`src/rtl/dtpc_axis_lane.sv`:
```
module dtpc_axis_lane (
  input  logic               clk,
  input  logic [11:0]        pix,
  input  logic [19:0]        depth,
  input  logic               depth_ok,
  input  logic [19:0]        center,
  input  logic [31:0]        inv_focal,
  output logic signed [23:0] coord
);

  // stage 1: pixel offset magnitude and sign
  logic [20:0] diff;
  logic        neg_nxt;
  logic [20:0] mag_nxt;
  logic [20:0] mag_r;
  logic        neg1_r;
  logic [19:0] z1_r;
  logic        ok1_r;

  // stage 2: offset times depth
  logic [40:0] m_r;
  logic        neg2_r;
  logic        ok2_r;

  // stage 3: split product with reciprocal focal length
  logic [63:0] lo_r;
  logic [40:0] hi_r;
  logic        neg3_r;
  logic        ok3_r;

  // stage 4: round, saturate, sign
  logic [41:0]        sum;
  logic [42:0]        rnd;
  logic [34:0]        q;
  logic signed [23:0] coord_nxt;
  logic signed [23:0] coord_r;

  assign diff    = {1'b0, pix, 8'h00} - {1'b0, center};
  assign neg_nxt = diff[20];
  assign mag_nxt = neg_nxt ? (21'd0 - diff) : diff;

  always_ff @(posedge clk) begin
    mag_r  <= mag_nxt;
    neg1_r <= neg_nxt;
    z1_r   <= depth;
    ok1_r  <= depth_ok;

    m_r    <= 41'(mag_r) * 41'(z1_r);
    neg2_r <= neg1_r;
    ok2_r  <= ok1_r;

    lo_r   <= 64'(m_r[31:0]) * 64'(inv_focal);
    hi_r   <= 41'(m_r[40:32]) * 41'(inv_focal);
    neg3_r <= neg2_r;
    ok3_r  <= ok2_r;

    coord_r <= coord_nxt;
  end

  assign sum = {1'b0, hi_r} + {10'd0, lo_r[63:32]};
  assign rnd = {1'b0, sum} + 43'd128;
  assign q   = rnd[42:8];

  always_comb begin
    if (!ok3_r) begin
      coord_nxt = 24'sd0;
    end else if (neg3_r) begin
      if (q > 35'd8388608) begin
        coord_nxt = 24'sh800000;
      end else begin
        coord_nxt = 24'(35'd0 - q);
      end
    end else begin
      if (q > 35'd8388607) begin
        coord_nxt = 24'sh7FFFFF;
      end else begin
        coord_nxt = 24'(q);
      end
    end
  end

  assign coord = coord_r;

endmodule

```
`config.mk`:
```
export PLATFORM = sky130hd
export DESIGN_NAME = dtpc_axis_lane
export DESIGN_NICKNAME = d
export VERILOG_FILES = /design/src/rtl/dtpc_axis_lane.sv
export SDC_FILE = /design/constraint.sdc
export NUM_CORES = 2
export LEC_CHECK = 0
export BUFFER_PORTS_ARGS = -buffer_cell sky130_fd_sc_hd__clkbuf_2
export CAP_MARGIN = 0
export CORE_MARGIN = 2
export CORE_UTILIZATION = 59
export DETAILED_ROUTE_END_ITERATION = 8
export GPL_ROUTABILITY_DRIVEN = 1
export PLACE_DENSITY = 0.82
export SYNTH_ARGS = -nofsm -noshare
export SYNTH_HDL_FRONTEND = slang
export SYNTH_SLANG_ARGS = --single-unit
```
`constraint.sdc`:
```
create_clock -name clk -period 12.99 [get_ports clk]
set_clock_uncertainty 0.2 [all_clocks]
set_input_delay 3.897 -clock clk [delete_from_list [all_inputs] [get_ports clk]]
set_output_delay 3.897 -clock clk [all_outputs]
set_load 0.02 [all_outputs]
```
# After elaboration in Yosys (flattened, before gate mapping)
# Index checks and enable logic that the tools add are counted.
[word_totals]
output_inout_bits = 24
regBits = 217
in_bits = 86
[op_classes]
n_mux = 4
addsub = 5
n_lt_le_gt_ge = 2
multipliers = 3
[op_table]
columns = ["cell", "n"]
rows = [
  ["24-bit 2-to-1 mux", 3],
  ["32-bit by 32-bit multiplier with 64-bit output", 1],
  ["42-bit by 8-bit adder with 43-bit output, second input constant", 1],
  ["41-bit by 32-bit adder with 42-bit output", 1],
  ["21-bit by 20-bit multiplier with 41-bit output", 1],
  ["9-bit by 32-bit multiplier with 41-bit output", 1],
  ["35-bit by 23-bit greater-than comparator with 1-bit output, second input constant", 1],
  ["35-bit by 24-bit greater-than comparator with 1-bit output, second input constant", 1],
  ["1-bit by 24-bit subtractor with 24-bit output, first input constant", 1],
  ["1-bit by 21-bit subtractor with 21-bit output, first input constant", 1],
  ["20-bit by 20-bit subtractor with 21-bit output", 1],
  ["20-bit 2-to-1 mux", 1],
]

# Longest topological paths before layout
[depth]
depth_word = 5
depth_mapped = 30

# Least setup slack after synthesis
# No wires, ideal clock.
[synth_path]
kind = "input-to-reg"
startpoint = "in inv_focal[2]"
endpoint = "reg lo_r[62]"
n_path_buf = 1
setup_time_ns = 0.123
path_stages = 27
arrival_ns = 10.463
setup_slack_ns = 2.204
cell_sequence = "clkbuf_1 -> and2_1 -> fa_1 -> inv_1 -> fa_1 -> fa_1 -> fa_1 -> inv_1 -> fa_1 -> inv_1 -> fa_1 -> inv_1 -> fa_1 -> inv_1 -> fa_1 -> inv_1 -> ha_1 -> o2111a_1 -> a221oi_1 -> o22ai_1 -> o21ai_0 -> a21oi_1 -> nor3_1 -> o31ai_1 -> a211oi_1 -> o21bai_1 -> xor2_1"
[synth_via]
elab_chain_cells = 1
[synth_rtl]
columns = ["element", "line", "text"]
rows = [
  ["start: declaration", "7", "input logic [31:0] inv_focal,"],
  ["32-bit by 32-bit multiplier with 64-bit output", "52", "lo_r <= 64'(m_r[31:0]) * 64'(inv_focal);"],
  ["end signal: assignment", "52", ""],
  ["end: declaration", "26", "logic [63:0] lo_r;"],
]
# Every way passes these cells.
# A chain may end at the register's enable or synchronous reset.

# Worst setup path in the final report
[layout_path]
startpoint = "in inv_focal[9]"
endpoint = "reg lo_r[60]"
# Same word-level chain as after synthesis.

==> run summary <==
Status = finished clean
Post-DP HPWL = 122 mm
Worst Reg-to-Reg Cells = 27
Initial antenna violation count = 7
Max-slew headroom = 25.2%
CP Capture Type = flip-flop
Global-route wire length before repair = 254 mm
Mapped Avg Cell Area = 9.07 µm²
Initial Util = 59.6%
Synthesis-stage register bit count = 185
Count of final hold-check violations = 0
Post-synth EDFFs = 0
Measured slew at the worst slew-check pin = 1120 ps
Placer Congestion = 0.922
Clk sinks = 185
Fraction of registers with async set/reset = 0%
Total gr overflow = 0
Core Box Area = 0.104 mm²
Post-synthesis cell type count = 90
Cell area after synthesis = 0.0620 mm²
Syn nets = 8914
Clock latency on the worst-skew pair = 520 ps
CTS tree = done
Cts hold-fix bufs = 0
Nets = 8777
Row count = 118
H-tree depth = 4
Vias per inst = 5.66
Routed wire length = 151 mm
Crit-path max FO = 20
Pre-antenna DRT Iters = 8
Critical Path RT = 13230 ps
Layout cells sized above 1 = 4.14%
Final min period = 12230 ps
Worst Setup EP = lo_r[60]$_DFF_P_
Starting DRT DRC Count = 3390
Maximum clock insertion buffer count = 2
CP Class = input port to flip-flop
Synth Flop Type = dfxtp_1
R2r endpoint = lo_r[60]$_DFF_P_
Reg-to-Reg Start = m_r[12]$_DFF_P_
Sequential share of the synthesized area = 5.97%
Area grow syn2layout = 3.64%
DRC viols = 0
RSZ-0062 raised after global routing = no
FMAX = 81.8 MHz
Pins Over Slew Limit = 0
Clock Pin Slew Worst Setup and Hold Paths = 80 ps
WL/cell = 18.7 µm
I/O pin cnt = 110
Clock root cell = clkbuf_16
Startpoint Class = input port
Endpoints failing setup = 0
DRT antenna net count = 0
Die X-Extent = 328 µm
CTS Buf Count = 17
Setup crit start = inv_focal[9]
Setup bufs post-CTS = 0
Largest net degree at the start of global routing = 41
CTS resizes = 0
Min-Delay Path Class = flip-flop to flip-flop
Via count of the first global-routing pass = 50501
Fin crit share = 94.1%
Die H = 328 µm
Total Die Area = 0.108 mm²
Post-Syn Instances = 6835
Worst reg2reg setup slack = 3910 ps
Total GRT Usage = 29.5%
Via count = 45775
Fin Setup TNS = 0 ps
Arr. time, crit path = 12470 ps
Max-cap violation count = 0
Warnings from Yosys = 0
Port bufs = 109
[critical path: stages]
cell	delay, ps
clkbuf_2	590
buf_4	340
and2_1	180
fa_1	470
fa_1	570
inv_1	70
fa_1	450
fa_1	570
inv_1	70
fa_1	550
fa_1	430
fa_1	520
fa_1	420
ha_1	300
nand4_1	210
nor4b_1	780
o21ai_0	440
a21oi_1	490
nor3_1	150
o31ai_1	420
a21oi_1	170
o21bai_1	170
xor2_1	170
[cell type report]
cell class	instances	area, µm²
flip-flops and latches	185	3710
multi-input cells	4809	51400
well taps	1380	1730
fillers	8376	39700
clock buffers	17	425
diodes	3	7.51
repair buffers	202	1240
inverters	1483	5570
clock inverters	15	220
[routing by layer]
metal / vias up / wire length [µm] / track usage (%)
met2: 2085 / 74400 / 50.3
met3: 412 / 13200 / 5.64
met5: - / 56 / 0
met1: 23343 / 58600 / 38.0
met4: 10 / 4750 / 9.61
li1: 19925 / - / -
[placed cells by master, fill, tap and decap left out, types with 26 or more instances in the layout]
cell type     n
clkbuf_2    109
buf_4        93
xnor2_1     110
nand4_1      26
a21oi_1     116
ha_1        549
nand3_1      38
o21ai_0      82
nor2_1      112
nand2_1     988
and2_1      850
nor3_1       40
fa_1       1444
xor2_1       44
a21o_1       79
dfxtp_1     183
inv_1      1483
[how the worst min path moves through the flow]
stage	start	to	slack, ps	cells after the start
2_1_floorplan	neg1_r$_DFF_P_	neg2_r$_DFF_P_	110	0
3_3_place_gp	ok1_r$_DFF_P_	ok2_r$_DFF_P_	120	0
3_5_place_dp	ok2_r$_DFF_P_	ok3_r$_DFF_P_	110	0
4_1_cts	ok2_r$_DFF_P_	ok3_r$_DFF_P_	130	0
5_1_grt	ok2_r$_DFF_P_	ok3_r$_DFF_P_	150	0
6_report	ok2_r$_DFF_P_	ok3_r$_DFF_P_	130	0
[cell usage after synthesis (all sizes together), types with 5 or more instances]
cell type,instances,area share [%]
nand3,39,0.32
o211ai,14,0.17
and3,25,0.25
nor3b,7,0.085
a221oi,9,0.14
nor4,16,0.17
nand2b,24,0.24
o21a,20,0.24
inv,1483,9.0
a211o,11,0.16
a21o,79,0.96
buf,10,0.097
xnor2,111,1.6
o311ai,6,0.11
nand2,990,6.0
xor2,44,0.62
or2,6,0.061
nor3,43,0.37
nor2b,24,0.24
mux2i,5,0.081
ha,549,11
or3,11,0.11
and2,850,8.6
clkbuf,348,2.1
a31oi,13,0.13
a211oi,19,0.29
o21ai,88,0.73
fa,1444,47
o31ai,8,0.15
nor2,112,0.68
a21oi,119,0.99
dfxtp,185,6.0
nand4,27,0.28
o21bai,21,0.25
a2111oi,8,0.11
a221o,7,0.11
or4,5,0.067
[stage by stage]
step / hold slack, ps / setup WS, ps / utilization (%) / std cells / area (µm²)
after floorplan: 110 / 2200 / - / 6835 / 62000
after global placement: 115 / 594 / 61.2 / 8059 / 63600
after detailed placement: 112 / 386 / 61.2 / 8059 / 63600
after CTS: 132 / 921 / 61.8 / 8091 / 64200
after global routing: 152 / 634 / 61.8 / 8091 / 64200
final: 132 / 760 / 61.8 / 8094 / 64300
[state kept, by name, summed over array words and instances (netlist names)]
name	count
coord	24
hi_r	41
lo_r	32
m_r	41
mag_r	21
neg1_r	1
neg2_r	1
neg3_r	1
ok1_r	1
ok2_r	1
ok3_r	1
z1_r	20
[cell families (layout without fill, tap and decap cells)]
logic type	after synthesis	count (layout)	synth area share, %
XOR/XNOR	155	155	2.20
AO/OA/AOI/OAI	465	465	5.18
other	0	3	0
adder cells (fa/ha/maj)	1993	1993	57.7
flip-flops	185	185	5.97
buffers and inverters	1841	1717	11.2
multiplexers	6	6	0.0989
AND/OR/NAND/NOR	2190	2190	17.6
Power is left out: the tool's default activity adds up to more than one toggle a clock period on the data nets, which glitch-free logic cannot reach.
