--- src/rtl/dtpc_pkg.sv ---
package dtpc_pkg;

  localparam int unsigned CfgAddrW = 5;

  localparam logic [2:0] REG_MAX_DEPTH   = 3'd0;
  localparam logic [2:0] REG_CENTER_X    = 3'd1;
  localparam logic [2:0] REG_CENTER_Y    = 3'd2;
  localparam logic [2:0] REG_INV_FOCAL_X = 3'd3;
  localparam logic [2:0] REG_INV_FOCAL_Y = 3'd4;
  localparam logic [2:0] REG_STRIDE_LOG2 = 3'd5;
  localparam logic [2:0] REG_FRAME_WIDTH = 3'd6;

  localparam logic [19:0] RST_MAX_DEPTH   = 20'd39322;
  localparam logic [19:0] RST_CENTER_X    = 20'd240448;
  localparam logic [19:0] RST_CENTER_Y    = 20'd135384;
  localparam logic [31:0] RST_INV_FOCAL_X = 32'd3370214;
  localparam logic [31:0] RST_INV_FOCAL_Y = 32'd3279461;
  localparam logic [1:0]  RST_STRIDE_LOG2 = 2'd1;
  localparam logic [12:0] RST_FRAME_WIDTH = 13'd896;

  typedef struct packed {
    logic [19:0] max_depth;
    logic [19:0] center_x;
    logic [19:0] center_y;
    logic [31:0] inv_focal_x;
    logic [31:0] inv_focal_y;
    logic [1:0]  stride_log2;
    logic [12:0] frame_width;
  } cfg_t;

  typedef struct packed {
    logic [11:0] pixel_row;
    logic [11:0] pixel_col;
    logic [19:0] depth;
  } in_t;

  typedef struct packed {
    logic [23:0]        point_index;
    logic signed [23:0] x_pos;
    logic signed [23:0] y_pos;
    logic [19:0]        z_pos;
    logic               point_valid;
  } out_t;

  typedef struct packed {
    logic strobe;
    logic point_valid;
  } meta_t;

endpackage

--- src/rtl/dtpc_index.sv ---
module dtpc_index #(
  parameter int unsigned MAX_WIDTH  = 4096,
  parameter int unsigned MAX_HEIGHT = 4096
) (
  input  logic                clk,
  input  logic                rst_n,
  input  logic                accept,
  input  logic [11:0]         pixel_row,
  input  logic [11:0]         pixel_col,
  input  logic [19:0]         depth,
  input  logic                depth_ok,
  input  logic [1:0]          stride_log2,
  input  logic [12:0]         frame_width,
  output logic [23:0]         point_index,
  output logic [19:0]         z_pos,
  output dtpc_pkg::meta_t     meta
);

  localparam logic [12:0] MaxW = 13'(MAX_WIDTH);
  localparam logic [12:0] MaxH = 13'(MAX_HEIGHT);

  logic [2:0]  smask;
  logic        in_range;
  logic        aligned;
  logic        v1_nxt;
  logic [12:0] fw_clamp;

  logic        v1_r, v2_r, v3_r, v4_r;
  logic        ok1_r, ok2_r, ok3_r, ok4_r;
  logic [19:0] z1_r, z2_r, z3_r, z4_r;
  logic [11:0] rs_r;
  logic [12:0] fs_r;
  logic [11:0] cs1_r, cs2_r;
  logic [24:0] prod_r;
  logic [23:0] idx3_r, idx4_r;

  assign smask    = 3'((4'd1 << stride_log2) - 4'd1);
  assign in_range = ({1'b0, pixel_row} < MaxH) && ({1'b0, pixel_col} < MaxW);
  assign aligned  = ((pixel_row[2:0] & smask) == 3'd0) && ((pixel_col[2:0] & smask) == 3'd0);
  assign v1_nxt   = accept && in_range && aligned;
  assign fw_clamp = (frame_width > MaxW) ? MaxW : frame_width;

  always_ff @(posedge clk) begin
    if (!rst_n) begin
      v1_r <= 1'b0;
      v2_r <= 1'b0;
      v3_r <= 1'b0;
      v4_r <= 1'b0;
    end else begin
      v1_r <= v1_nxt;
      v2_r <= v1_r;
      v3_r <= v2_r;
      v4_r <= v3_r;
    end
  end

  always_ff @(posedge clk) begin
    rs_r   <= pixel_row >> stride_log2;
    fs_r   <= fw_clamp >> stride_log2;
    cs1_r  <= pixel_col >> stride_log2;
    z1_r   <= depth;
    ok1_r  <= depth_ok;

    prod_r <= 25'(rs_r) * 25'(fs_r);
    cs2_r  <= cs1_r;
    z2_r   <= z1_r;
    ok2_r  <= ok1_r;

    idx3_r <= 24'(prod_r + 25'(cs2_r));
    z3_r   <= z2_r;
    ok3_r  <= ok2_r;

    idx4_r <= idx3_r;
    z4_r   <= ok3_r ? z3_r : 20'd0;
    ok4_r  <= ok3_r;
  end

  assign point_index      = idx4_r;
  assign z_pos            = z4_r;
  assign meta.strobe      = v4_r;
  assign meta.point_valid = ok4_r;

endmodule

--- config.mk ---
export PLATFORM = sky130hd
export DESIGN_NAME = dtpc_index
export DESIGN_NICKNAME = d
export VERILOG_FILES = /design/src/rtl/dtpc_pkg.sv /design/src/rtl/dtpc_index.sv
export SDC_FILE = /design/constraint.sdc
export NUM_CORES = 1
export LEC_CHECK = 0
export BUFFER_PORTS_ARGS = -buffer_cell sky130_fd_sc_hd__buf_2
export CORE_UTILIZATION = 55
export CTS_CLUSTER_DIAMETER = 60
export DETAILED_ROUTE_END_ITERATION = 10
export PLACE_DENSITY_LB_ADDON = 0.08
export SLEW_MARGIN = 20
export SYNTH_ARGS = -nofsm -noshare
export SYNTH_HDL_FRONTEND = slang
export SYNTH_SLANG_ARGS = --single-unit
--- constraint.sdc ---
create_clock -name clk -period 5.6 [get_ports clk]
set_input_delay 0.28 -clock clk [delete_from_list [all_inputs] [get_ports clk]]
set_output_delay 0.28 -clock clk [all_outputs]
set_load 0.05 [all_outputs]
## After elaboration in Yosys (flattened, before gate mapping)

Index checks and enable logic that the tools add are counted.

- Add/sub/neg operators: 2
- Multiply operators: 1
- Magnitude comparators: 1
- Shifts and indexed selects: 4
- Mux-type cells: 1
- Bitwise gates (word level): 2
- Reduce and logical (&&, ||, !) cells: 4

Operator list:

| cell | number |
|---|---|
| $add 24x12->24 | 1 |
| $mul 12x13->24 | 1 |
| $shr 12x2->12 | 2 |
| $gt 13x13->1 const B | 1 |
| $mux 13 | 1 |
| $shr 13x2->13 | 1 |
| $and 3x3->3 | 2 |
| $logic_not 3->1 | 2 |
| $shl 1x2->3 const A | 1 |
| $sub 3x1->3 const B | 1 |
| $logic_and 1x1->1 | 2 |

- Register bits after elaboration: 209
- Bits of input ports: 63
- Output and inout bits: 46
- Logic and storage cells: 34

## Logic depth before layout (Yosys ltp)

- Depth after elaboration: 6
- Depth in mapped cells: 20

## Worst setup path after synthesis

OpenSTA, ideal clock, no wires.

- Path type: flip-flop to flip-flop
- From: register rs_r[3]
- To: register prod_r[22]
- Setup time: 115 ps
- Data arrival time: 4934 ps
- Required time: 5485 ps
- Path slack: 550 ps
- Stages on the path, launching flop included: 20
- Buffers on the path: 1
- Period minus slack after synthesis: 5050 ps
- Cell sequence: dfxtp_1 -> clkbuf_1 -> nand2_1 -> fa_1 -> inv_1 -> fa_1 -> inv_1 -> fa_1 -> inv_1 -> fa_1 -> inv_1 -> fa_1 -> inv_1 -> ha_1 -> a21o_1 -> a21o_1 -> o21ai_0 -> a21oi_2 -> or4_1 -> and3_1

- Longest elaborated chain between the ends: 1

RTL lines:

| what | RTL line | text |
|---|---|---|
| start: declaration | dtpc_index.sv:31 | `logic [11:0] rs_r;` |
| start signal: assignment | dtpc_index.sv:58 | `rs_r <= pixel_row >> stride_log2;` |
| $mul 12x13->24 | dtpc_index.sv:64 | `prod_r <= 25'(rs_r) * 25'(fs_r);` |
| end signal: assignment | dtpc_index.sv:64 |  |
| end: declaration | dtpc_index.sv:34 | `logic [24:0] prod_r;` |

Every way passes these cells.
A chain may end at the register's enable or synchronous reset.

## Worst setup path in the final report

Ends and elaborated chain as after synthesis.

==> flow_summary.toml <==
[cells_and_area]
nFillCells = 1554
fin_nets = 1400
mostFrequentLayoutCell = "dfxtp_1"
area_growth_pct = 15.8
final_cell_mix = "dfxtp_1, inv_1, nand2_1"
drive_above_1_share_pct = 15.1
fin_util_pct = 65.2
antenna_cells = 0

[power_and_ir_drop]
p_switching_mw = 1.95
ir_drop_mv = 0.213
power_frac_seq_pct = 34.7
leakage_nw = 6.19
p_clk_share_pct = 27.7
swShare_pct = 35.0
p_int_mw = 3.61
combPwrFrac_pct = 37.6
power_density_nw_per_um2 = 435
power_mw = 5.56

[yosys]
syn_area_sq_um = 11000
synth_edf_count = 0
avgSynthCellArea_sq_um = 10.6
ys_ff_latch = 209
synth_fp_nets = 1284
ys_async_sr_fraction_pct = 0
yosysUniqueCellTypes = 51
synth_seq_area_share_pct = 37.9
yosys_warnings = 0
synthFlopType = "dfxtp_1"
synth_cells = 1039

[clock_tree]
post_cts_buffers = 0
ctsResizeCount = 0
cts-root-buf = "clkbuf_16"
path_clk_slew_ns = 0.06
clock_sinks = 209
clk_latency_ns = 0.49
htreeDepth = 1
numCtsBuffers = 21
tritoncts = "done"
clock_path_buffers = 3

[place]
dp_hpwl_microns = 15300
gp_congestion = 0.852
portBuffers = 108
place_ws_ns = 0.369

[timing]
hold_viol_final = 0
slew_headroom_pct = 32.6
drv_slew = 0
max_slew.worst_pin.slew_ns = 1.01
fin_ws_ns = 0.323
period_minus_slack_ns = 5.28
hold_ws_ns = 0.0292
rsz0062_at_grt = "no"
finalCritPeriodShare_pct = 94.2
final-setup-viol-count = 0
clock_skew_ns = 0.00624
finalSetupTns_ns = 0
fmax_mhz = 190

[detailed_routing]
drt_iter0_drc = 227
wl_per_cell_microns = 13.9
num_vias = 7037
drc = 0
vias_per_cell = 4.90
antenna_left = 0
first_pass_iters = 4
routed_wl_microns = 19900

[die]
fp.dieW_microns = 144
die_h_microns = 144
core_sq_um = 19600
initial_utilization_pct = 56.4
num_rows = 51
num_io_pins = 109
die_area_sq_um = 20600

[setup_path]
setup.worst_path.class = "reg -> reg"
critPathCaptureType = "flip-flop"
arrival_ns = 5.66
cp-start-kind = "flip-flop"
cp_max_fo = 13
required_ns = 5.98

[run_status]
status = "finished, final reports clean"

[hold_path]
min_path_type = "in -> reg"

[grt]
grt_pass1_wl_microns = 33600
antenna_found_initial = 0
globalRouteTotalUtil_pct = 20.8
globalRoute.totalOverflow = 0
grt_pass1_vias = 7028
grt_start_max_net_pins = 44

[flow_run]
drv_cap = 0
## through the flow
step,std cells,instance area [sq um]
3_5_place_dp,1375,11800
6_report,1435,12800
5_1_grt,1435,12800
4_1_cts,1435,12800
2_1_floorplan,1039,11000
3_3_place_gp,1375,11800
## metal layers
metal	part of all wire, %	GRT usage (%)	vias to the layer above
met5	0	0	-
met4	1.5	4.70	0
met3	6.0	4.30	22
met2	45	34.1	185
met1	47	28.3	3313
li1	-	-	3517
## final cells by class
class,count,area (sq um),share of cell area (%)
clock buffer,28,602,4.71
clock inverter,10,186,1.46
inverter,158,593,4.64
multi-input combinational,632,6100,47.7
sequential,209,4180,32.7
tap,265,332,2.59
timing repair buffer,133,783,6.13
## flip-flops by register name, summed over array words and instances (netlist names)
signal / flops
v4_r: 1
cs1_r: 12
rs_r: 12
v3_r: 1
point_index: 24
z2_r: 20
z1_r: 20
v1_r: 1
ok2_r: 1
fs_r: 13
z_pos: 20
ok4_r: 1
idx3_r: 24
ok3_r: 1
v2_r: 1
z3_r: 20
cs2_r: 12
ok1_r: 1
prod_r: 24
## cells in the mapped netlist (7+ instances only)
master	count	area share, %
a211oi_1	7	0.48
a21o_1	15	1.0
a21oi_1	32	1.5
and2_1	84	4.8
clkbuf_1	30	1.0
dfxtp_1	209	38
fa_1	110	20
ha_1	72	8.2
inv_1	158	5.4
mux2i_1	9	0.82
mux4_2	23	4.7
nand2_1	117	4.0
nand3_1	8	0.36
nor2_1	30	1.0
nor2b_1	10	0.57
o21ai_0	17	0.77
xnor2_1	25	2.0
xor2_1	15	1.2
## final timing paths
path	startpoint	to	slack [ns]	cells past startpoint
setup / recovery	rs_r[3]$_DFF_P_	prod_r[22]$_DFF_P_	0.32	18
hold / removal	rst_n	v3_r$_SDFF_PN0_	0.03	2
setup reg to reg	rs_r[3]$_DFF_P_	prod_r[22]$_DFF_P_	0.32	18
hold reg to reg	cs1_r[0]$_DFF_P_	cs2_r[0]$_DFF_P_	0.32	0
## repair_timing
item / CTS / global route
endpoints found under the hold margin: 22 / 0
endpoints found under the setup margin: 0 / 0
hold buffers: 22 / 0
## power by group through the flow
stage	logic (mW)	registers [mW]	clock network [mW]
after floorplan	1.40	2.19	0
after global placement	2.05	1.96	0
after detailed placement	2.09	1.97	0
after CTS	2.11	1.94	1.58
after global routing	2.36	1.96	1.65
final	2.09	1.93	1.54
## critical path: stages, from the launching register on
cell and delay, ns:
dfxtp_1 0.63, nand2_1 0.15, fa_1 0.55, inv_1 0.05, fa_1 0.49, inv_1 0.05
fa_1 0.52, inv_1 0.05, fa_1 0.47, inv_1 0.05, fa_1 0.47, inv_1 0.04
ha_1 0.35, a21o_1 0.20, a21o_1 0.19, o21ai_0 0.20, a21oi_2 0.07, or4_1 0.46
and3_1 0.17
## kinds of logic after synthesis
| kind of cell | Yosys count | share of synthesized area [%] |
|---|---|---|
| xor gates and xnor gates | 40 | 3.17 |
| and+or+nand+nor | 270 | 11.9 |
| AOI/OAI and AO/OA | 106 | 6.35 |
| DFF | 209 | 37.9 |
| buffers and inverters | 198 | 6.86 |
| adders and majority gates | 182 | 28.1 |
| muxes | 34 | 5.71 |
No activity file was read; power rests on OpenSTA's default activity.
