<file path="src/rtl/dtpc_pkg.sv">
package dtpc_pkg;

  localparam int unsigned CfgAddrW = 5;

  localparam logic [2:0] REG_MAX_DEPTH   = 3'd0;
  localparam logic [2:0] REG_CENTER_X    = 3'd1;
  localparam logic [2:0] REG_CENTER_Y    = 3'd2;
  localparam logic [2:0] REG_INV_FOCAL_X = 3'd3;
  localparam logic [2:0] REG_INV_FOCAL_Y = 3'd4;
  localparam logic [2:0] REG_STRIDE_LOG2 = 3'd5;
  localparam logic [2:0] REG_FRAME_WIDTH = 3'd6;

  localparam logic [19:0] RST_MAX_DEPTH   = 20'd39322;
  localparam logic [19:0] RST_CENTER_X    = 20'd240448;
  localparam logic [19:0] RST_CENTER_Y    = 20'd135384;
  localparam logic [31:0] RST_INV_FOCAL_X = 32'd3370214;
  localparam logic [31:0] RST_INV_FOCAL_Y = 32'd3279461;
  localparam logic [1:0]  RST_STRIDE_LOG2 = 2'd1;
  localparam logic [12:0] RST_FRAME_WIDTH = 13'd896;

  typedef struct packed {
    logic [19:0] max_depth;
    logic [19:0] center_x;
    logic [19:0] center_y;
    logic [31:0] inv_focal_x;
    logic [31:0] inv_focal_y;
    logic [1:0]  stride_log2;
    logic [12:0] frame_width;
  } cfg_t;

  typedef struct packed {
    logic [11:0] pixel_row;
    logic [11:0] pixel_col;
    logic [19:0] depth;
  } in_t;

  typedef struct packed {
    logic [23:0]        point_index;
    logic signed [23:0] x_pos;
    logic signed [23:0] y_pos;
    logic [19:0]        z_pos;
    logic               point_valid;
  } out_t;

  typedef struct packed {
    logic strobe;
    logic point_valid;
  } meta_t;

endpackage

</file>
<file path="src/rtl/dtpc_cfg_regs.sv">
module dtpc_cfg_regs (
  input  logic                          clk,
  input  logic                          rst_n,
  input  logic                          psel,
  input  logic                          penable,
  input  logic                          pwrite,
  input  logic [dtpc_pkg::CfgAddrW-1:0] paddr,
  input  logic [31:0]                   pwdata,
  output logic [31:0]                   prdata,
  output logic                          pready,
  output dtpc_pkg::cfg_t                cfg
);

  dtpc_pkg::cfg_t cfg_r;
  logic           wr_en;
  logic [2:0]     reg_sel;

  assign pready  = 1'b1;
  assign wr_en   = psel && penable && pwrite;
  assign reg_sel = paddr[4:2];
  assign cfg     = cfg_r;

  always_ff @(posedge clk) begin
    if (!rst_n) begin
      cfg_r.max_depth   <= dtpc_pkg::RST_MAX_DEPTH;
      cfg_r.center_x    <= dtpc_pkg::RST_CENTER_X;
      cfg_r.center_y    <= dtpc_pkg::RST_CENTER_Y;
      cfg_r.inv_focal_x <= dtpc_pkg::RST_INV_FOCAL_X;
      cfg_r.inv_focal_y <= dtpc_pkg::RST_INV_FOCAL_Y;
      cfg_r.stride_log2 <= dtpc_pkg::RST_STRIDE_LOG2;
      cfg_r.frame_width <= dtpc_pkg::RST_FRAME_WIDTH;
    end else if (wr_en) begin
      unique case (reg_sel)
        dtpc_pkg::REG_MAX_DEPTH:   cfg_r.max_depth   <= pwdata[19:0];
        dtpc_pkg::REG_CENTER_X:    cfg_r.center_x    <= pwdata[19:0];
        dtpc_pkg::REG_CENTER_Y:    cfg_r.center_y    <= pwdata[19:0];
        dtpc_pkg::REG_INV_FOCAL_X: cfg_r.inv_focal_x <= pwdata;
        dtpc_pkg::REG_INV_FOCAL_Y: cfg_r.inv_focal_y <= pwdata;
        dtpc_pkg::REG_STRIDE_LOG2: cfg_r.stride_log2 <= pwdata[1:0];
        dtpc_pkg::REG_FRAME_WIDTH: cfg_r.frame_width <= pwdata[12:0];
        default: ;
      endcase
    end
  end

  always_comb begin
    unique case (reg_sel)
      dtpc_pkg::REG_MAX_DEPTH:   prdata = {12'd0, cfg_r.max_depth};
      dtpc_pkg::REG_CENTER_X:    prdata = {12'd0, cfg_r.center_x};
      dtpc_pkg::REG_CENTER_Y:    prdata = {12'd0, cfg_r.center_y};
      dtpc_pkg::REG_INV_FOCAL_X: prdata = cfg_r.inv_focal_x;
      dtpc_pkg::REG_INV_FOCAL_Y: prdata = cfg_r.inv_focal_y;
      dtpc_pkg::REG_STRIDE_LOG2: prdata = {30'd0, cfg_r.stride_log2};
      dtpc_pkg::REG_FRAME_WIDTH: prdata = {19'd0, cfg_r.frame_width};
      default:                   prdata = 32'd0;
    endcase
  end

endmodule

</file>
<file path="config.mk">
export PLATFORM = sky130hd
export DESIGN_NAME = dtpc_cfg_regs
export DESIGN_NICKNAME = d
export VERILOG_FILES = /design/src/rtl/dtpc_pkg.sv /design/src/rtl/dtpc_cfg_regs.sv
export SDC_FILE = /design/constraint.sdc
export NUM_CORES = 1
export LEC_CHECK = 0
export BUFFER_PORTS_ARGS = -buffer_cell sky130_fd_sc_hd__buf_2
export CORE_MARGIN = 2
export CORE_UTILIZATION = 50
export CTS_CLUSTER_SIZE = 10
export DETAILED_ROUTE_END_ITERATION = 16
export PLACE_DENSITY = 0.8
export SLEW_MARGIN = 0
export SYNTH_ARGS = -nofsm -noshare
export SYNTH_HDL_FRONTEND = slang
export SYNTH_SLANG_ARGS = --single-unit
</file>
<file path="constraint.sdc">
create_clock -name clk -period 2.8 [get_ports clk]
set_input_delay 0.14 -clock clk [delete_from_list [all_inputs] [get_ports clk]]
set_output_delay 0.14 -clock clk [all_outputs]
set_load 0.01 [all_outputs]
</file>
Yosys cells after proc, flatten, opt, wreduce, memory -nomap -nowiden:

Cells that the tools add are included.

* add/subtract/negate cells: 0
* eq/ne operators: 6
* muxes and demuxes: 1
* bitwise gates (word level): 0
* $mul: 0
* shifts and indexed selects: 0
* $lt $le $gt $ge: 0
* div/mod/pow operators: 0
* reduce and logical (&&, ||, !) cells: 10

Operators by type and width (count)
* $pmux 32 s7: 1
* $reduce_and 2->1: 7
* $eq 3x3->1 const B: 3
* $eq 3x2->1 const B: 2
* $eq 3x1->1 const B: 1
* $logic_not 3->1: 1
* $logic_and 1x1->1: 2

* output and inout bits: 172
* logic and storage cells: 24
* memories kept: 0
* memory bits (read-only): 0
* RAM bits: 0
* input port bits: 42
* register bits after elaboration: 139
* bits in latches: 0

Depth between registers and ports, before layout:

Gate-level depths: netlist of run 1.

* depth after elaboration: 3
* gate-level depth with buffers: 7

Worst setup path before layout of run 1:

Ideal clock, no wire load.

* path kind: input-to-output
* start point: in paddr[2] (netlist bit)
* end point: out prdata[10]
* slack: 1559 ps
* path buffers: 3
* cell stages on the path: 5
* data arrival time: 1101 ps
* path through: buf_6 -> buf_4 -> buf_4 -> nand2b_1 -> o21ai_0

* cells in the longest elaborated chain, start to end: 2

RTL lines
* from (decl): RTL line dtpc_cfg_regs.sv:7 `input logic [dtpc_pkg::CfgAddrW-1:0] paddr,`
* $eq 3x3->1, or another cell as far along: RTL line dtpc_cfg_regs.sv:47 `unique case (reg_sel)`
* $pmux 32 s7 (*): RTL line dtpc_cfg_regs.sv:47
* to (decl): RTL line dtpc_cfg_regs.sv:9 `output logic [31:0] prdata,`

Mark *: on every way between the ends. The rest lies on a longest branch, timed or not.

Final worst setup path of run 1:

* start point: in paddr[3] (netlist bit)
* end point: out prdata[22]

Same word-level chain as after synthesis.

==> results of run 1 <==
metrics by stage:
| step | setup slack (ns) | util, % | std cells |
|---|---|---|---|
| floorplan | 1.56 | - | 686 |
| global placement | 0.863 | 59.5 | 1026 |
| detailed placement | 0.844 | 59.5 | 1026 |
| CTS | 0.848 | 65.5 | 1080 |
| global route | 0.743 | 65.5 | 1081 |
| finish | 0.839 | 65.5 | 1081 |
worst max-delay path by stage:
stage / start / endpoint / slack (ns) / cells past startpoint
global placement: paddr[2] / prdata[0] / 0.86 / 6
floorplan: paddr[2] / prdata[10] / 1.56 / 5
detailed placement: paddr[2] / prdata[0] / 0.84 / 6
finish: paddr[3] / prdata[22] / 0.84 / 5
CTS: paddr[2] / prdata[0] / 0.85 / 6
global route: paddr[3] / prdata[21] / 0.74 / 5
cells in the final DEF, fill, tap and decap left out, types with 3 or more instances in the layout:
| cell | instances |
|---|---|
| a22o_1 | 14 |
| a22oi_1 | 12 |
| and2_1 | 3 |
| buf_2 | 209 |
| buf_4 | 19 |
| clkbuf_16 | 17 |
| clkinv_4 | 3 |
| clkinvlp_4 | 5 |
| dfxtp_1 | 139 |
| dlygate4sd3_1 | 22 |
| inv_1 | 4 |
| mux2_2 | 12 |
| mux2i_1 | 119 |
| mux4_2 | 4 |
| nand2_1 | 123 |
| nand2b_1 | 3 |
| nand3_1 | 93 |
| nor2_1 | 5 |
| o211ai_1 | 4 |
| o21ai_0 | 48 |
| o221ai_1 | 5 |
| o22a_1 | 4 |
| o22ai_1 | 7 |
| or3_1 | 3 |
metal layers:
layer | global-route usage, % | vias up | part of all wire [%]
met1 | 37.0 | 2911 | 41
li1 | - | 2858 | -
met2 | 48.8 | 305 | 49
met5 | 0 | - | 0
met4 | 12.3 | 0 | 3.0
met3 | 6.08 | 59 | 7.2
worst max-delay path, stage by stage:
cell,delay [ns]
buf_2,0.52
nor2b_2,0.27
and2_1,0.51
a22o_1,0.23
buf_2,0.13
final cells by class:
cell class	count	area, um2
antenna	1	2.50
sequential	139	2780
clock buffer	20	447
timing repair buffer	251	1430
fill	1033	4330
multi-input combinational	482	3250
tap	172	215
clock inverter	12	91.3
inverter	4	15.0
power groups by stage:
stage | registers [W] | clock network [W] | logic (W)
floorplan | 0.00206 | 0 | 0.000240
finish | 0.00201 | 0.00203 | 0.000416
global route | 0.00201 | 0.00214 | 0.000446
CTS | 0.00201 | 0.00205 | 0.000409
global placement | 0.00205 | 0 | 0.000380
detailed placement | 0.00205 | 0 | 0.000384
kinds of logic after synthesis:
| kind of cell | Yosys count | synth area share, % |
|---|---|---|
| and+or+nand+nor | 247 | 18.6 |
| DFF | 139 | 43.4 |
| muxes | 135 | 22.1 |
| AOI/OAI and AO/OA | 99 | 9.90 |
| buffers and inverters | 65 | 6.02 |
| other | 1 | 0.0584 |
==> run metrics, run 1 <==
status finished clean; Synth top cells by count 139 x dfxtp_1, 123 x nand2_1, 119 x mux2i_1, 93 x nand3_1, 48 x o21ai_0; CTS H-Tree Depth 4; clock-pin slew on the worst setup and hold paths 0.06 ns; antenna violations before repair 1; Max Slew Vio Count 0; max FFs per register 139; vias per cell 5.67; row cnt 41; Placed Area 7470 um2; antenna-violating nets left 0; Synth cell types 41; reg-to-reg slack, setup 2.10 ns; pwr dens 541 nW/um2; RSZ-0062 raised after global routing no; Req. time, crit path 2.66 ns; DR vias 6133; crit-path max FO 26; Max Cap Violations 0; Final GP Congestion 0.841; max_slew headroom 54.8%; largest net degree at the start of global routing 59; WS Path Type in -> out; total die area 13800 um2; initial DRC count 514; final setup fails 0; combinational power share 9.3%; Final nets 937; total congestion overflow 0; Num Clock Sinks 139; Net Sw Power 0.00115 W; Worst Hold Path Cells 3; reg2reg end cfg[123]; worst clock skew 0 ns; num ports 214; Avg WL per Cell 18.7 um; CTS Root Cell clkbuf_16; HP Class in -> reg; Die Wd 117 um; post-synthesis cell area 6420 um2; min-delay src pwdata[8]; Die Ht 117 um; Port Buf Inserts 210; Final Cycle Share 70.0%; final hold vios 0; sequential share of the synthesized area 43.4%; final instance area 8240 um2; total track usage 29.3%; TritonCTS buffer count 17; final hold slack 0.0183 ns; synthesized flop and latch total 139; sw frac 25.7%; Worst Hold Path EP cfg[107]; # Post-CTS Setup Buffers 0; TNS Setup 0 ns; Critical R2R Launch cfg[123]; commonest register cell after synthesis dfxtp_1; share of the synthesized area in the top cell type 43.4%; synth top area cells dfxtp_1 43%, mux2i_1 19%, nand3_1 7.3%; core area 12600 um2; vias in the first global route 5921; sequential fraction of design power 45.1%; Post-synth ARST share 0%; Post-DP HPWL 13.2 mm; Power Total 0.00446 W; leading area contributor after synthesis dfxtp_1; fin crit period 1.96 ns; DRT Pass-1 Iters 5; reg2reg path depth 2; total detailed-routing wirelength 20.3 mm; fmax 510 MHz; post-cts sizing count 0; Mapped Cells 686; crit path DAT 1.82 ns; first-pass GRT wire length 32.1 mm; cts hold-fix bufs 22; Startpoint Class input port; Power Internal 0.00331 W; Syn Nets 728; clock buffer depth 2; share of layout cells above drive strength 1 31.8%; P_leak 3.86 nW; Max IR drop VDD 0.000436 V; Initial Util 51.1%; clock network power share 45.6%; CTS tree done; Post-synth EDFFs 0; slew at the pin closest to its max-slew limit 0.678 ns; Ys Warns 0; Mapped Avg Cell Area 9.36 um2; most common cell in the netlist dfxtp_1; Clock Latency Late Sink 0.41 ns; Area growth, synth to finish 28.3%; crit path capture type output port; DR DRC count 0
(Power assumes the default switching activity.)
==> run 2, diff against run 1 <==
Clock period 2.8 ns to 1.9 ns, I/O delays scaled along.
==> run 2 against run 1 <==
Final cell count rose by 1.2%. Sequential power rose by 48%. First-iteration DRC count rose by 17%. Worst hold slack improved by 0.027 ns. Sequential share of layout area fell by 1.1 points. Core utilization rose by 2.2 points. Worst setup slack got worse by 0.64 ns. Routed wire length rose by 1.6%. Combinational power rose by 56%. Via count rose by 4.0%. Critical endpoint is now prdata[6]. Largest cell class unchanged. Highest routed layer unchanged.
==> run metrics, run 2 (synthesis gave the netlist of run 1 again) <==
antenna violations before repair 1; crit path capture type output port; row cnt 41; Area growth, synth to finish 32.6%; Initial Util 51.1%; post-cts sizing count 0; slowest CP cell inv_1; first-pass GRT wire length 32.2 mm; Worst Hold Path Cells 3; # fillers 986; core area 12600 um2; WS Path Type in -> out; max FFs per register 139; worst clock skew 0 ns; fin crit period 1.70 ns; Startpoint Class input port; clock buffer depth 2; Final nets 951; total detailed-routing wirelength 20.6 mm; TNS Setup 0 ns; num ports 214; Avg WL per Cell 18.8 um; cts hold-fix bufs 30; crit-path max FO 11; TritonCTS buffer count 17; slowest cell delay on critical path 0.43 ns; Top cell by count, worst path buf_2; CP Cell Sequence buf_2 -> inv_1 -> nand2_1 -> o221ai_1 -> buf_2; DR vias 6378; DRT Pass-1 Iters 5; CTS tree done; Req. time, crit path 1.80 ns; status finished clean; share of layout cells above drive strength 1 31.9%; initial DRC count 600; antenna-violating nets left 0; Final WS setup 0.196 ns; Max IR drop VDD 0.000502 V; RSZ-0062 raised after global routing no; Die Ht 117 um; Max Cap Violations 0; Max Slew Vio Count 0; HP Class in -> reg; area of the multi-input gates 3250 um2; # Post-CTS Setup Buffers 0; most common cell after layout, fill and taps aside buf_2; Post-DP HPWL 13.4 mm; total track usage 29.3%; Final Util 67.7%; Port Buf Inserts 210; crit path DAT 1.61 ns; Power Total 0.00719 W; P_leak 4.01 nW; fmax 587 MHz; largest net degree at the start of global routing 83; final setup fails 0; vias per cell 5.83; DR DRC count 0; vias in the first global route 6104; final hold vios 0; CTS H-Tree Depth 4; slew at the pin closest to its max-slew limit 0.615 ns; Final GP Congestion 0.872; Die Wd 117 um; total die area 13800 um2; CTS Root Cell clkbuf_16; commonest cells after routing, fill and taps aside 209 x buf_2, 139 x dfxtp_1, 123 x nand2_1, 119 x mux2i_1, 93 x nand3_1; Final Cycle Share 89.7%; Clock Latency Late Sink 0.42 ns; total congestion overflow 0; pwr dens 845 nW/um2; max_slew headroom 59.0%; FF/Latch Area 2780 um2; pre-CTS setup slack 0.252 ns; clock-pin slew on the worst setup and hold paths 0.05 ns; Num Clock Sinks 139; reg2reg path depth 2
-- run 2: cell types whose count changed in the layout (fill, tap and decap cells not counted), sizes merged --
cell         change
dlygate4sd3      +8
buf              +6
clkinvlp         -5
bufinv           +4
clkbuf           +4
clkinv           -2
inv              -2
-- run 2: per-stage QoR --
stage / area (um2) / hold slack (ns) / std cells
after global placement: 7570 / 0.353 / 1032
after CTS: 8510 / 0.0322 / 1093
after global routing: 8510 / 0.0645 / 1094
after floorplan: 6420 / 0.237 / 686
final: 8510 / 0.0449 / 1094
after detailed placement: 7570 / 0.360 / 1032
-- run 2: final cells by class --
class / count / area share [%]
Multi-Input combinational cell: 482 / 38.2
Inverter: 4 / 0.176
Sequential cell: 139 / 32.7
Tap cell: 172 / 2.53
Clock inverter: 7 / 1.59
Antenna cell: 1 / 0.0294
Timing Repair Buffer: 265 / 18.9
Clock buffer: 24 / 5.90
-- run 2: power by group --
group / internal, W / leakage [nW] / switching, W
sequential: 0.00294 / 1.12 / 0.0000228
clock: 0.00236 / 0.316 / 0.00122
combinational: 0.000258 / 2.57 / 0.000390
-- run 2: worst paths after layout --
check,startpoint,to,slack [ns]
setup / recovery,paddr[4],prdata[6],0.20
hold / removal,pwdata[18],cfg[137],0.04
setup reg to reg,cfg[99],cfg[99],1.22
hold reg to reg,cfg[95],cfg[95],0.47
-- run 2: per-layer routing --
metal / part of all wire, % / wire (um) / track usage, % / vias up
met1: 41 / 8510 / 37.2 / 3093
li1: - / - / - / 2890
met2: 47 / 9750 / 47.1 / 344
met5: 0 / 0 / 0 / -
met3: 8.0 / 1650 / 5.93 / 51
met4: 3.2 / 664 / 15.1 / 0
-- run 2: worst max-delay path, delay by kind of cell --
kind | cells | cell delay (ns)
buf+inv | 3 | 0.79
simple gates | 1 | 0.36
compound gates | 1 | 0.36
==> run 3, diff against run 2 <==
==> constraint.sdc (replaced) <==
create_clock -name clk -period 1.9 [get_ports clk]
set_input_delay 0.19 -clock clk [delete_from_list [all_inputs] [get_ports clk]]
set_output_delay 0.19 -clock clk [all_outputs]
set_load 0.01 [all_outputs]
==> run 3 against run 2 <==
Sequential share of layout area increased by 0.92 points. Clock skew unchanged. Worst setup slack got worse by 0.083 ns. Clock power decreased by 7.8%. Core utilization decreased by 1.9 points. Maximum frequency decreased by 4.7%. Highest routed layer unchanged.
==> run metrics, run 3 (synthesis gave the netlist of run 1 again) <==
row cnt 41; total detailed-routing wirelength 20.0 mm; status finished clean; Num Clock Sinks 139; # Post-CTS Setup Buffers 0; final non-filler cell total 1076; Critical R2R Launch cfg[7]; ANT cells 0; total track usage 28.8%; worst clock skew 0 ns; Critical Path Source cfg[61]; CTS Root Cell clkbuf_16; crit-path max FO 3; fin crit period 1.79 ns; Startpoint Class flip-flop; Worst Hold Path Cells 3; Post-DP HPWL 13.7 mm; Req. time, crit path 1.71 ns; WS Path Type reg -> out; P_leak 3.93 nW; commonest cells after routing, fill and taps aside 209 x buf_2, 139 x dfxtp_1, 123 x nand2_1, 119 x mux2i_1, 93 x nand3_1; metal3 WL 1.69 mm; total die area 13800 um2; TritonCTS buffer count 17; final hold vios 0; num ports 214; clock buffer depth 2; CTS H-Tree Depth 4; Initial Util 51.1%; TNS Setup 0 ns; post-cts sizing count 0; crit path DAT 1.60 ns; share of layout cells above drive strength 1 33.6%; DR DRC count 0; final hold slack 0.0254 ns; RSZ-0062 raised after global routing no; Max Slew Vio Count 0; HP Class in -> reg; vias per cell 5.77; initial DRC count 535; fmax 560 MHz; Max Cap Violations 0; Avg WL per Cell 18.6 um; core area 12600 um2; DR vias 6213; reg2reg end cfg[7]; Port Buf Inserts 210; Final Util 65.8%; Die Ht 117 um; Inst Count DP 1044; # fillers 1020; max FFs per register 139; cts hold-fix bufs 0; clock-pin slew on the worst setup and hold paths 0.06 ns; total congestion overflow 0; antenna-violating nets left 0; crit path capture type output port; vias in the first global route 5819; CP Capture Point prdata[14]; final setup fails 0; most common cell after layout, fill and taps aside buf_2; Metal-1 WL 8.29 mm; DR top layer met4; Area growth, synth to finish 28.9%; Placed Area 7700 um2; pwr dens 832 nW/um2; met2 wire len 9.43 mm; reg-to-reg slack, setup 1.19 ns; reg2reg path depth 2; Max IR drop VDD 0.000436 V; final instance area 8280 um2; antenna violations before repair 0; largest net degree at the start of global routing 43; CTS tree done; Final GP Congestion 0.908; Die Wd 117 um; DRT Pass-1 Iters 5; Final Cycle Share 94.1%; Final nets 933; Clock Latency Late Sink 0.41 ns; max_slew headroom 61.7%; first-pass GRT wire length 31.6 mm; slew at the pin closest to its max-slew limit 0.574 ns
-- run 3: changes by cell type in the layout (fill, tap and decap cells not counted) --
| cell | change |
|---|---|
| dlygate4sd3_1 | -30 |
| buf_4 | +9 |
| clkbuf_8 | -4 |
| buf_12 | +3 |
| clkbuf_1 | +3 |
| clkinv_2 | +3 |
| bufinv_16 | -1 |
| diode_2 | -1 |
-- run 3: worst min path at each step --
stage | slack [ns] | startpoint | to
2_1_floorplan | 0.33 | pwdata[17] | cfg[136]
3_3_place_gp | 0.45 | pwdata[21] | cfg[68]
3_5_place_dp | 0.45 | pwdata[20] | cfg[35]
4_1_cts | 0.01 | pwdata[20] | cfg[67]
5_1_grt | 0.02 | pwdata[20] | cfg[67]
6_report | 0.03 | pwdata[21] | cfg[68]
-- run 3: stage by stage --
step	setup WS [ns]	total power (W)
final	0.113	0.00689
after global routing	0.0431	0.00709
after CTS	0.106	0.00689
after detailed placement	0.160	0.00364
after global placement	0.171	0.00363
after floorplan	0.559	0.00339
-- run 3: final cells by class --
cell class / instances / area, um2 / area share, %
multi-input cells: 482 / 3250 / 39.3
repair buffers: 247 / 1430 / 17.3
clock inverters: 9 / 120 / 1.45
inverters: 4 / 15.0 / 0.181
flip-flops and latches: 139 / 2780 / 33.6
clock buffers: 23 / 458 / 5.53
well taps: 172 / 215 / 2.60
-- run 3: where the power goes --
part | internal [W] | total (W) | leakage, nW | switching [W]
clock network | 0.00208 | 0.00330 | 0.288 | 0.00122
registers | 0.00294 | 0.00297 | 1.12 | 0.0000223
logic | 0.000239 | 0.000622 | 2.52 | 0.000383
total | 0.00527 | 0.00689 | 3.93 | 0.00162
-- run 3: critical path, cell delays in order, from the launching register on --
cell and delay (ns):
dfxtp_1 0.33, mux4_2 0.46, a22o_1 0.25, buf_2 0.14
-- run 3: routing by layer --
metal  GRT usage (%)  up-vias
li1                -     2846
met1            37.8     2970
met2            46.1      351
met3            6.13       46
met4            12.1        0
met5               0        -
